==> config.mk <==
export PLATFORM = sky130hd
export DESIGN_NAME = rotary_encoder_scanner
export DESIGN_NICKNAME = d
export VERILOG_FILES = /design/src/hw/rtl/res_pkg.sv /design/src/hw/rtl/res_step.sv /design/src/hw/rtl/rotary_encoder_scanner.sv
export SDC_FILE = /design/constraint.sdc
export NUM_CORES = 1
export LEC_CHECK = 0
export CORE_UTILIZATION = 31
export CTS_CLUSTER_SIZE = 30
export DETAILED_ROUTE_END_ITERATION = 8
export DONT_BUFFER_PORTS = 1
export PLACE_DENSITY = 0.52
export SLEW_MARGIN = 40
export SYNTH_ARGS = -nofsm -noshare
export SYNTH_HDL_FRONTEND = slang
export SYNTH_HIERARCHICAL = 1
export SYNTH_SLANG_ARGS = --single-unit
==> constraint.sdc <==
create_clock -name clk -period 6.2 [get_ports clk]
set_input_delay 1.55 -clock clk [delete_from_list [all_inputs] [get_ports clk]]
set_output_delay 1.55 -clock clk [all_outputs]
set_load 0.05 [all_outputs]
==> src/hw/rtl/res_pkg.sv <==
package res_pkg;

	localparam int PosWidth = 8;
	localparam int CfgCount = 2;
	localparam int CfgIdxWidth = $clog2(CfgCount);

	typedef enum logic [1:0] {
		EV_IDLE = 2'd0,
		EV_PUSH = 2'd1,
		EV_CCW  = 2'd2,
		EV_CW   = 2'd3
	} event_t;

	typedef enum logic [CfgIdxWidth-1:0] {
		REG_POSITION_MIN = 1'd0,
		REG_POSITION_MAX = 1'd1
	} cfg_reg_t;

	typedef struct packed {
		logic                primed;
		logic                armed;
		logic                last_a;
		logic [PosWidth-1:0] pos;
		event_t              ev;
	} scan_state_t;

	localparam logic [PosWidth-1:0] PosReset = 8'd127;
	localparam logic [PosWidth-1:0] MinReset = 8'd0;
	localparam logic [PosWidth-1:0] MaxReset = 8'd255;

endpackage

==> src/hw/rtl/res_step.sv <==
module res_step import res_pkg::*; (
	input  scan_state_t         cur,
	input  logic                req_type,
	input  logic                button_level,
	input  logic                chan_a_level,
	input  logic                chan_b_level,
	input  logic [PosWidth-1:0] position_min,
	input  logic [PosWidth-1:0] position_max,
	output scan_state_t         nxt,
	output event_t              ev_out
);

	logic signed [PosWidth+1:0] pos_w;
	logic signed [PosWidth+1:0] pos_hi;
	logic signed [PosWidth+1:0] pos_lo;
	logic signed [PosWidth+1:0] lim_max;
	logic signed [PosWidth+1:0] lim_min;

	assign lim_max = $signed({2'b00, position_max});
	assign lim_min = $signed({2'b00, position_min});

	always_comb begin
		nxt = cur;
		pos_w = $signed({2'b00, cur.pos});
		if (req_type) begin
			nxt.ev = EV_IDLE;
		end else if (!cur.primed) begin
			// first tick only captures channel A
			nxt.last_a = chan_a_level;
			nxt.primed = 1'b1;
		end else begin
			if (!button_level) begin
				if (cur.armed) begin
					nxt.armed = 1'b0;
					nxt.ev = EV_PUSH;
				end
			end else begin
				nxt.armed = 1'b1;
			end
			// rotation overrides a push in the same tick
			if (chan_a_level != cur.last_a) begin
				nxt.last_a = chan_a_level;
				if (chan_a_level == chan_b_level) begin
					pos_w = pos_w - 10'sd1;
					nxt.ev = EV_CCW;
				end else begin
					pos_w = pos_w + 10'sd1;
					nxt.ev = EV_CW;
				end
			end
		end
		pos_hi = (pos_w > lim_max) ? lim_max : pos_w;
		pos_lo = (pos_hi < lim_min) ? lim_min : pos_hi;
		if (!req_type && cur.primed) begin
			nxt.pos = pos_lo[PosWidth-1:0];
		end
		ev_out = req_type ? cur.ev : nxt.ev;
	end

endmodule

==> src/hw/rtl/rotary_encoder_scanner.sv <==
// Quadrature rotary encoder decoder with push button.
// Input channel: one request per accepted cycle (in_valid high, in_stall low).
//   req_type 0 is a sample tick carrying button, channel A and channel B levels;
//   req_type 1 reads the latched event and clears it.
// Output channel: one result per request, position and event_code, accepted
//   when out_valid is high and out_stall is low.
// Path: a request is registered on accept in the input register, then evaluated
//   against the scanner state into the output register once that register can
//   take it (empty, or out_stall low); out_valid rises with that load.
// Throughput: one request per cycle while not stalled; the state update is a
//   single short pass (compare, increment, two-sided clamp) between the input
//   and result registers, so back-to-back requests see each other's state at once.
// Stall: while out_stall holds a full output register, the input register
//   holds its request and in_stall rises; nothing is dropped.
// Reset: position 127, event idle, button armed, limits 0 and 255; the first
//   sample tick after reset only captures channel A.
// Configuration: wr_en with wr_index 0 writes position_min, 1 position_max;
//   write only while no request is in flight.
module rotary_encoder_scanner import res_pkg::*; (
	input  logic                   clk,
	input  logic                   arst_n,
	input  logic                   wr_en,
	input  logic [CfgIdxWidth-1:0] wr_index,
	input  logic [PosWidth-1:0]    wr_data,
	input  logic                   in_valid,
	output logic                   in_stall,
	input  logic                   req_type,
	input  logic                   button_level,
	input  logic                   chan_a_level,
	input  logic                   chan_b_level,
	output logic                   out_valid,
	input  logic                   out_stall,
	output logic [PosWidth-1:0]    position,
	output logic [1:0]             event_code
);

	logic [PosWidth-1:0] pos_min_q;
	logic [PosWidth-1:0] pos_max_q;

	logic s1_valid_q;
	logic req_s1;
	logic btn_s1;
	logic a_s1;
	logic b_s1;

	scan_state_t state_q;
	scan_state_t state_nxt;
	event_t      ev_res;

	logic                out_valid_q;
	logic [PosWidth-1:0] pos_out_q;
	event_t              ev_out_q;

	logic adv;
	logic in_acc;

	assign adv = s1_valid_q && (!out_valid_q || !out_stall);
	assign in_stall = s1_valid_q && !adv;
	assign in_acc = in_valid && !in_stall;

	always_ff @(posedge clk or negedge arst_n) begin
		if (!arst_n) begin
			pos_min_q <= MinReset;
			pos_max_q <= MaxReset;
		end else if (wr_en) begin
			case (cfg_reg_t'(wr_index))
				REG_POSITION_MIN: pos_min_q <= wr_data;
				REG_POSITION_MAX: pos_max_q <= wr_data;
				default: ;
			endcase
		end
	end

	always_ff @(posedge clk or negedge arst_n) begin
		if (!arst_n) begin
			s1_valid_q <= 1'b0;
		end else if (in_acc) begin
			s1_valid_q <= 1'b1;
		end else if (adv) begin
			s1_valid_q <= 1'b0;
		end
	end

	always_ff @(posedge clk) begin
		if (in_acc) begin
			req_s1 <= req_type;
			btn_s1 <= button_level;
			a_s1 <= chan_a_level;
			b_s1 <= chan_b_level;
		end
	end

	res_step u_step (
		.cur          (state_q),
		.req_type     (req_s1),
		.button_level (btn_s1),
		.chan_a_level (a_s1),
		.chan_b_level (b_s1),
		.position_min (pos_min_q),
		.position_max (pos_max_q),
		.nxt          (state_nxt),
		.ev_out       (ev_res)
	);

	always_ff @(posedge clk or negedge arst_n) begin
		if (!arst_n) begin
			state_q.primed <= 1'b0;
			state_q.armed <= 1'b1;
			state_q.last_a <= 1'b0;
			state_q.pos <= PosReset;
			state_q.ev <= EV_IDLE;
			out_valid_q <= 1'b0;
		end else begin
			if (adv) begin
				state_q <= state_nxt;
				out_valid_q <= 1'b1;
			end else if (!out_stall) begin
				out_valid_q <= 1'b0;
			end
		end
	end

	always_ff @(posedge clk) begin
		if (adv) begin
			pos_out_q <= state_nxt.pos;
			ev_out_q <= ev_res;
		end
	end

	assign out_valid = out_valid_q;
	assign position = pos_out_q;
	assign event_code = ev_out_q;

`ifndef SYNTHESIS
	a_read_clears: assert property (@(posedge clk) disable iff (!arst_n)
		adv && req_s1 |=> state_q.ev == EV_IDLE)
		else $error("read request did not clear the event latch");

	a_first_tick_holds_pos: assert property (@(posedge clk) disable iff (!arst_n)
		adv && !state_q.primed |=> state_q.pos == $past(state_q.pos))
		else $error("first tick moved the position");

	a_stall_only_when_full: assert property (@(posedge clk) disable iff (!arst_n)
		in_stall |-> s1_valid_q && out_valid_q)
		else $error("input stalled with room downstream");

	a_adv_loads_out: assert property (@(posedge clk) disable iff (!arst_n)
		adv |=> out_valid_q)
		else $error("advanced request did not reach the output register");
`endif

endmodule
==> results_dict.tcl, run 1 <==
set metrics [dict create \
    outcome "finished with violations" \
    violations "DRC" \
    synth_top_cells_by_area "dfstp_2, edfxtp_1, dfrtp_1" \
    ioPinCount 30 \
    fmax_mhz 176 \
    worst_pin_slew_ns 0.613 \
    period_needed_ns 5.68 \
    async_reset_ff_share_pct 68.9 \
    synth.most_common_cell "mux2_2" \
    synthSimpleGateAreaFrac_pct 13.3 \
    start_util_pct 32.6 \
    synth_mux_area_share_pct 15.6 \
    finClkSkew_ns 0.0105 \
    r2r_slack_ns 0.52 \
    synth-xor-area-share_pct 3.04 \
    drc_errors 2 \
    synthFlopType "dfstp_2" \
    place_congestion 0.844 \
    hp-class "flop to flop" \
    cts_tree "yes" \
    cp-endpoint "state_q[9]$_DFFE_PN0P_" \
    grt_usage_pct 13.8 \
    viasPerCell 5.16 \
    synth_top_cell_by_area "dfstp_2" \
    antenna_cells 0 \
    slew_violations 0 \
    grt_pass1_vias 1990 \
    yosys.area_share.adder_pct 7.38 \
    finalWirelength_um 6170 \
    crit_arrival_ns 5.86 \
    path_clk_slew_ns 0.09 \
    syn2layout_area_growth_pct 6.69 \
    cts_buffers 5 \
    dpl_cell_area_mm2 0.00297 \
    synth-edff-count 14 \
    yosys_warnings 6 \
    setup_viol 0 \
    tns_ns 0 \
    hold_violations 0 \
    critical-path-max-stage-delay_ns 0.50 \
    cp_cell_sequence "inv_1 -> ha_1 -> or4b_4 -> nor3_1 -> o21ai_0 -> xnor2_1 -> ha_1 -> nand3_1 -> nor2_1 -> a221oi_2 -> o22ai_1 -> nand2_1 -> mux2_2 -> ha_1 -> a21o_1 -> a21o_1 -> a21oi_1 -> o211ai_1 -> nor4_4 -> nor2_4 -> a21oi_1 -> a21oi_1 -> mux2_2" \
    crit_slowest_cell "or4b_4" \
    relSlewSlack_pct 58.9 \
    path_max_fanout 9 \
    cts_setup_buffers 0 \
    r2r-start "state_q[2]$_DFFE_PN1P_" \
    cp-start-kind "flop" \
    maxCapViolCount 0 \
    fin_total_pwr_mw 1.50 \
    vias 1920 \
    synth_top_family_by_area "multiplexers" \
    antenna_found_initial 0 \
    die-area_mm2 0.00968 \
    port_buffers 0 \
    n_fill_cell 894 \
    worstPathRequired_ns 6.38 \
    die_x_um 98.4 \
    drive_gt1_share_pct 30.7 \
    grt_max_degree 32 \
    dp.cells 364 \
    core_mm2 0.00885 \
    reg2regPathDepth 23 \
    syn_inst 261 \
    dr.first_iter.drc_count 84 \
    hpwl_um 4680 \
    ys_types 53 \
    root_buffer "clkbuf_8" \
    firstDrtPassIters 8 \
    grt_pass1_wl_um 10400 \
    critPathLaunch "state_q[2]$_DFFE_PN1P_" \
    overflow 0 \
    nets 298 \
    htreeDepth 2 \
    reg2reg_to "state_q[9]$_DFFE_PN0P_" \
    final_util_pct 34.7 \
    power_leakage_nw 1.25 \
    syn_nets 296 \
    final_design_area_no_fill_mm2 0.00307 \
    clk_latency_ns 0.30 \
    num_rows 34 \
    ys_seq_area_share_pct 42.2 \
    ant_nets 0 \
    postSynthAreaPerCell_um2 11.0 \
    synth_compound_area_share_pct 13.0 \
    dieHeight_um 98.4 \
    crit_type "flop to flop" \
    cts.sinks 45 \
    max-vdd-ir-drop_v 0.000193 \
    rsz0062_at_grt "false" \
    instances_no_fill 372 \
    synth_area_mm2 0.00288 \
    power.density_mw_per_mm2 488 \
    synthTopCellsByCount "mux2_2, a21oi_1, inv_1, ha_1" \
    cts_buffer_depth 2 \
    synth-seq-cells 45 \
    wl_per_cell_um 16.6 \
    end_kind "flop" \
    yosysTopAreaCellShare_pct 14.6 \
    timing.final.crit_share_pct 91.6 \
]
==> registers in the layout (all words and copies together), names as in the netlist <==
signal      cells
s1_valid_q      1
out_valid       1
pos_max_q       8
btn_s1          1
pos_min_q       8
event_code      2
b_s1            1
req_s1          1
a_s1            1
position        8
state_q        13
==> layer usage <==
metal,vias up,wire [um],track usage (%)
met1,933,2980,19.0
met4,0,69,4.48
met5,-,0,0
li1,943,-,-
met3,6,231,2.55
met2,38,2890,22.0
==> through the flow <==
step	hold WS [ns]	setup slack [ns]
global placement	0.469	0.438
global route	0.538	0.0774
finish	0.524	0.518
floorplan	0.456	1.11
detailed placement	0.477	0.398
CTS	0.517	0.361
==> area by class of cell <==
cell class,count,area (um2),area share [%]
multi-input combinational,188,1540,49.9
timing repair buffer,3,30.0,0.977
tap,108,135,4.40
clock inverter,2,10.0,0.326
inverter,20,75.1,2.44
sequential,45,1220,39.6
clock buffer,6,72.6,2.36
==> cells in the final DEF, fill, tap and decap left out, types with 3 or more instances in the layout <==
cell	count
nor2_1	16
nand4_1	3
a21oi_1	20
edfxtp_1	14
dfrtp_1	15
mux2_2	28
ha_1	17
dfstp_2	16
mux2_4	9
xnor2_1	7
nand2_1	16
a21o_1	5
o21ai_0	14
nand3_1	6
inv_1	20
clkbuf_8	5
nand2b_1	4
nor3_1	4
nand3b_1	3
==> worst max-delay path: cells and delay by family (launching register included) <==
kind | cells | cell delay (ns)
DFF | 1 | 0.43
AOI/OAI and AO/OA | 9 | 1.62
muxes | 2 | 0.67
buffers and inverters | 1 | 0.11
xor gates and xnor gates | 1 | 0.26
adders and majority gates | 3 | 0.83
and+or+nand+nor | 7 | 1.62
==> cells by family (layout without fill, tap and decap cells) <==
kind of cell | Yosys count | count (layout)
buffers and inverters | 28 | 31
XOR/XNOR | 10 | 10
AO/OA/AOI/OAI | 57 | 57
flip-flops | 45 | 45
AND/OR/NAND/NOR | 67 | 67
adder cells (fa/ha/maj) | 17 | 17
multiplexers | 37 | 37
==> worst min path at each step <==
stage | startpoint | endpoint | cells after the start
3_5_place_dp | s1_valid_q$_DFFE_PN0P_ | out_valid$_DFFE_PN0P_ | 1
3_3_place_gp | s1_valid_q$_DFFE_PN0P_ | out_valid$_DFFE_PN0P_ | 1
4_1_cts | s1_valid_q$_DFFE_PN0P_ | out_valid$_DFFE_PN0P_ | 1
5_1_grt | s1_valid_q$_DFFE_PN0P_ | out_valid$_DFFE_PN0P_ | 1
6_report | s1_valid_q$_DFFE_PN0P_ | out_valid$_DFFE_PN0P_ | 1
2_1_floorplan | s1_valid_q$_DFFE_PN0P_ | out_valid$_DFFE_PN0P_ | 1
==> timing repair <==
action / CTS / global route
gates resized for setup: 0 / 4
hold buffers: 0 / 0
setup endpoints to repair: 0 / 16
==> power by group <==
group,total [mW],switching (mW),internal [mW],leakage (nW)
Sequential,0.600,0.173,0.427,0.475
Clock,0.178,0.0998,0.0783,0.0450
Combinational,0.720,0.388,0.332,0.731
(Power assumes the default switching activity.)
==> run 2, diff against run 1 <==
==> constraint.sdc (replaced) <==
create_clock -name clk -period 6.2 [get_ports clk]
set_input_delay 1.55 -clock clk [delete_from_list [all_inputs] [get_ports clk]]
set_output_delay 1.55 -clock clk [all_outputs]
set_load 0.1 [all_outputs]
==> results_dict.tcl, run 2 (synthesis results as in run 1) <==
set metrics [dict create \
    port_buffers 0 \
    syn2layout_area_growth_pct 9.42 \
    maxCapViolCount 0 \
    clock_power_share_pct 11.0 \
    drive_gt1_share_pct 30.6 \
    setup_viol 0 \
    regMostFlops "state_q" \
    rsz0062_at_grt "false" \
    ctsHoldBuffers 0 \
    power_leakage_nw 1.29 \
    cp-start-kind "flop" \
    final_util_pct 35.6 \
    cts.sinks 45 \
    finClkSkew_ns 0.00678 \
    reg2regPathDepth 23 \
    num_rows 34 \
    firstDrtPassIters 8 \
    grt_pass1_vias 2009 \
    root_buffer "clkbuf_8" \
    ioPinCount 30 \
    r2r_slack_ns 0.52 \
    reg2reg_to "state_q[9]$_DFFE_PN0P_" \
    slew_violations 0 \
    critPathLaunch "state_q[2]$_DFFE_PN1P_" \
    pwr-share-comb_pct 50.4 \
    dieHeight_um 98.4 \
    path_max_fanout 9 \
    largest_reg_flops 13 \
    seqPwrFrac_pct 38.6 \
    end_kind "flop" \
    worst_pin_slew_ns 0.892 \
    r2r-start "state_q[2]$_DFFE_PN1P_" \
    cts_buffer_depth 2 \
    nets 302 \
    die-area_mm2 0.00968 \
    place_congestion 0.844 \
    max-vdd-ir-drop_v 0.000177 \
    internal_power_uw 872 \
    cts_buffers 5 \
    crit_arrival_ns 5.87 \
    ant_nets 0 \
    antenna_cells 0 \
    timing.final.crit_share_pct 91.7 \
    die_x_um 98.4 \
    antenna_found_initial 0 \
    violations "DRC" \
    worstPathRequired_ns 6.39 \
    core_mm2 0.00885 \
    period_needed_ns 5.68 \
    n_fill_cell 887 \
    relSlewSlack_pct 40.6 \
    htreeDepth 2 \
    wl_per_cell_um 16.3 \
    cts_tree "yes" \
    grt_max_degree 32 \
    power.density_mw_per_mm2 509 \
    hold_violations 0 \
    tns_ns 0 \
    path_clk_slew_ns 0.08 \
    cp-endpoint "state_q[9]$_DFFE_PN0P_" \
    dpl_cell_area_mm2 0.00301 \
    finalWirelength_um 6120 \
    overflow 0 \
    grt_usage_pct 13.7 \
    vias 1954 \
    final_design_area_no_fill_mm2 0.00315 \
    hp-class "flop to flop" \
    final_common_cell "mux2_2" \
    fmax_mhz 176 \
    final_cell_mix "mux2_2, inv_1, a21oi_1" \
    drc_errors 2 \
    grt_pass1_wl_um 10400 \
    viasPerCell 5.20 \
    p_sw_uw 734 \
    p_sw_share_pct 45.7 \
    crit_type "flop to flop" \
    dr.first_iter.drc_count 75 \
    outcome "finished with violations" \
    hpwl_um 4700 \
    clk_latency_ns 0.30 \
    start_util_pct 32.6 \
]
==> run 2: worst min-delay path by stage <==
stage	cells after the start	to	startpoint
floorplan	1	out_valid$_DFFE_PN0P_	s1_valid_q$_DFFE_PN0P_
finish	1	out_valid$_DFFE_PN0P_	s1_valid_q$_DFFE_PN0P_
detailed placement	1	out_valid$_DFFE_PN0P_	s1_valid_q$_DFFE_PN0P_
global placement	1	out_valid$_DFFE_PN0P_	s1_valid_q$_DFFE_PN0P_
global route	1	out_valid$_DFFE_PN0P_	s1_valid_q$_DFFE_PN0P_
CTS	1	out_valid$_DFFE_PN0P_	s1_valid_q$_DFFE_PN0P_
==> run 2: layout make-up <==
cell class                 instances  area [um2]  share of cell area, %
multi-input combinational        188        1520                   48.3
sequential                        45        1220                   38.6
inverter                          20        75.1                   2.38
clock buffer                       8        80.1                   2.54
timing repair buffer               7         123                   3.89
tap                              108         135                   4.29
==> run 2: metal layers <==
layer	GRT usage, %	part of all wire, %
met1	18.0	46
met2	22.5	48
met4	5.05	1.7
met3	2.77	4.5
met5	0	0
==> run 2: what timing repair did <==
item	in CTS	in global routing
gates resized for setup	0	2
buffers inserted	0	0
endpoints found under the setup margin	0	6
==> run 2: stage by stage <==
| step | instances | total power [mW] | hold slack (ns) | worst slack (ns) |
|---|---|---|---|---|
| finish | 376 | 1.61 | 0.492 | 0.518 |
| detailed placement | 366 | 1.40 | 0.482 | 0.417 |
| global placement | 363 | 1.38 | 0.469 | 0.438 |
| CTS | 374 | 1.59 | 0.495 | 0.391 |
| global route | 376 | 1.73 | 0.522 | 0.0300 |
| floorplan | 261 | 1.23 | 0.456 | 1.11 |
==> run 2: power groups by stage <==
stage	logic [mW]	clock network, mW	registers [mW]
floorplan	0.591	0	0.641
global placement	0.693	0	0.686
detailed placement	0.748	0	0.656
CTS	0.751	0.187	0.653
global route	0.897	0.198	0.635
finish	0.808	0.177	0.620
==> run 2: worst max-delay path: stages, from the launching register on <==
cell,delay (ns)
dfstp_2,0.42
inv_1,0.11
ha_1,0.21
or4b_4,0.50
nor3_1,0.14
o21ai_0,0.11
xnor2_1,0.27
ha_1,0.32
nand3_1,0.13
nor2_1,0.07
a221oi_1,0.43
o22ai_1,0.16
nand2_1,0.24
mux2_2,0.39
ha_1,0.29
a21o_1,0.18
a21o_1,0.17
a21oi_1,0.19
o211ai_1,0.16
nor4_4,0.36
nor2_4,0.12
a21oi_1,0.19
a21oi_1,0.12
mux2_2,0.27
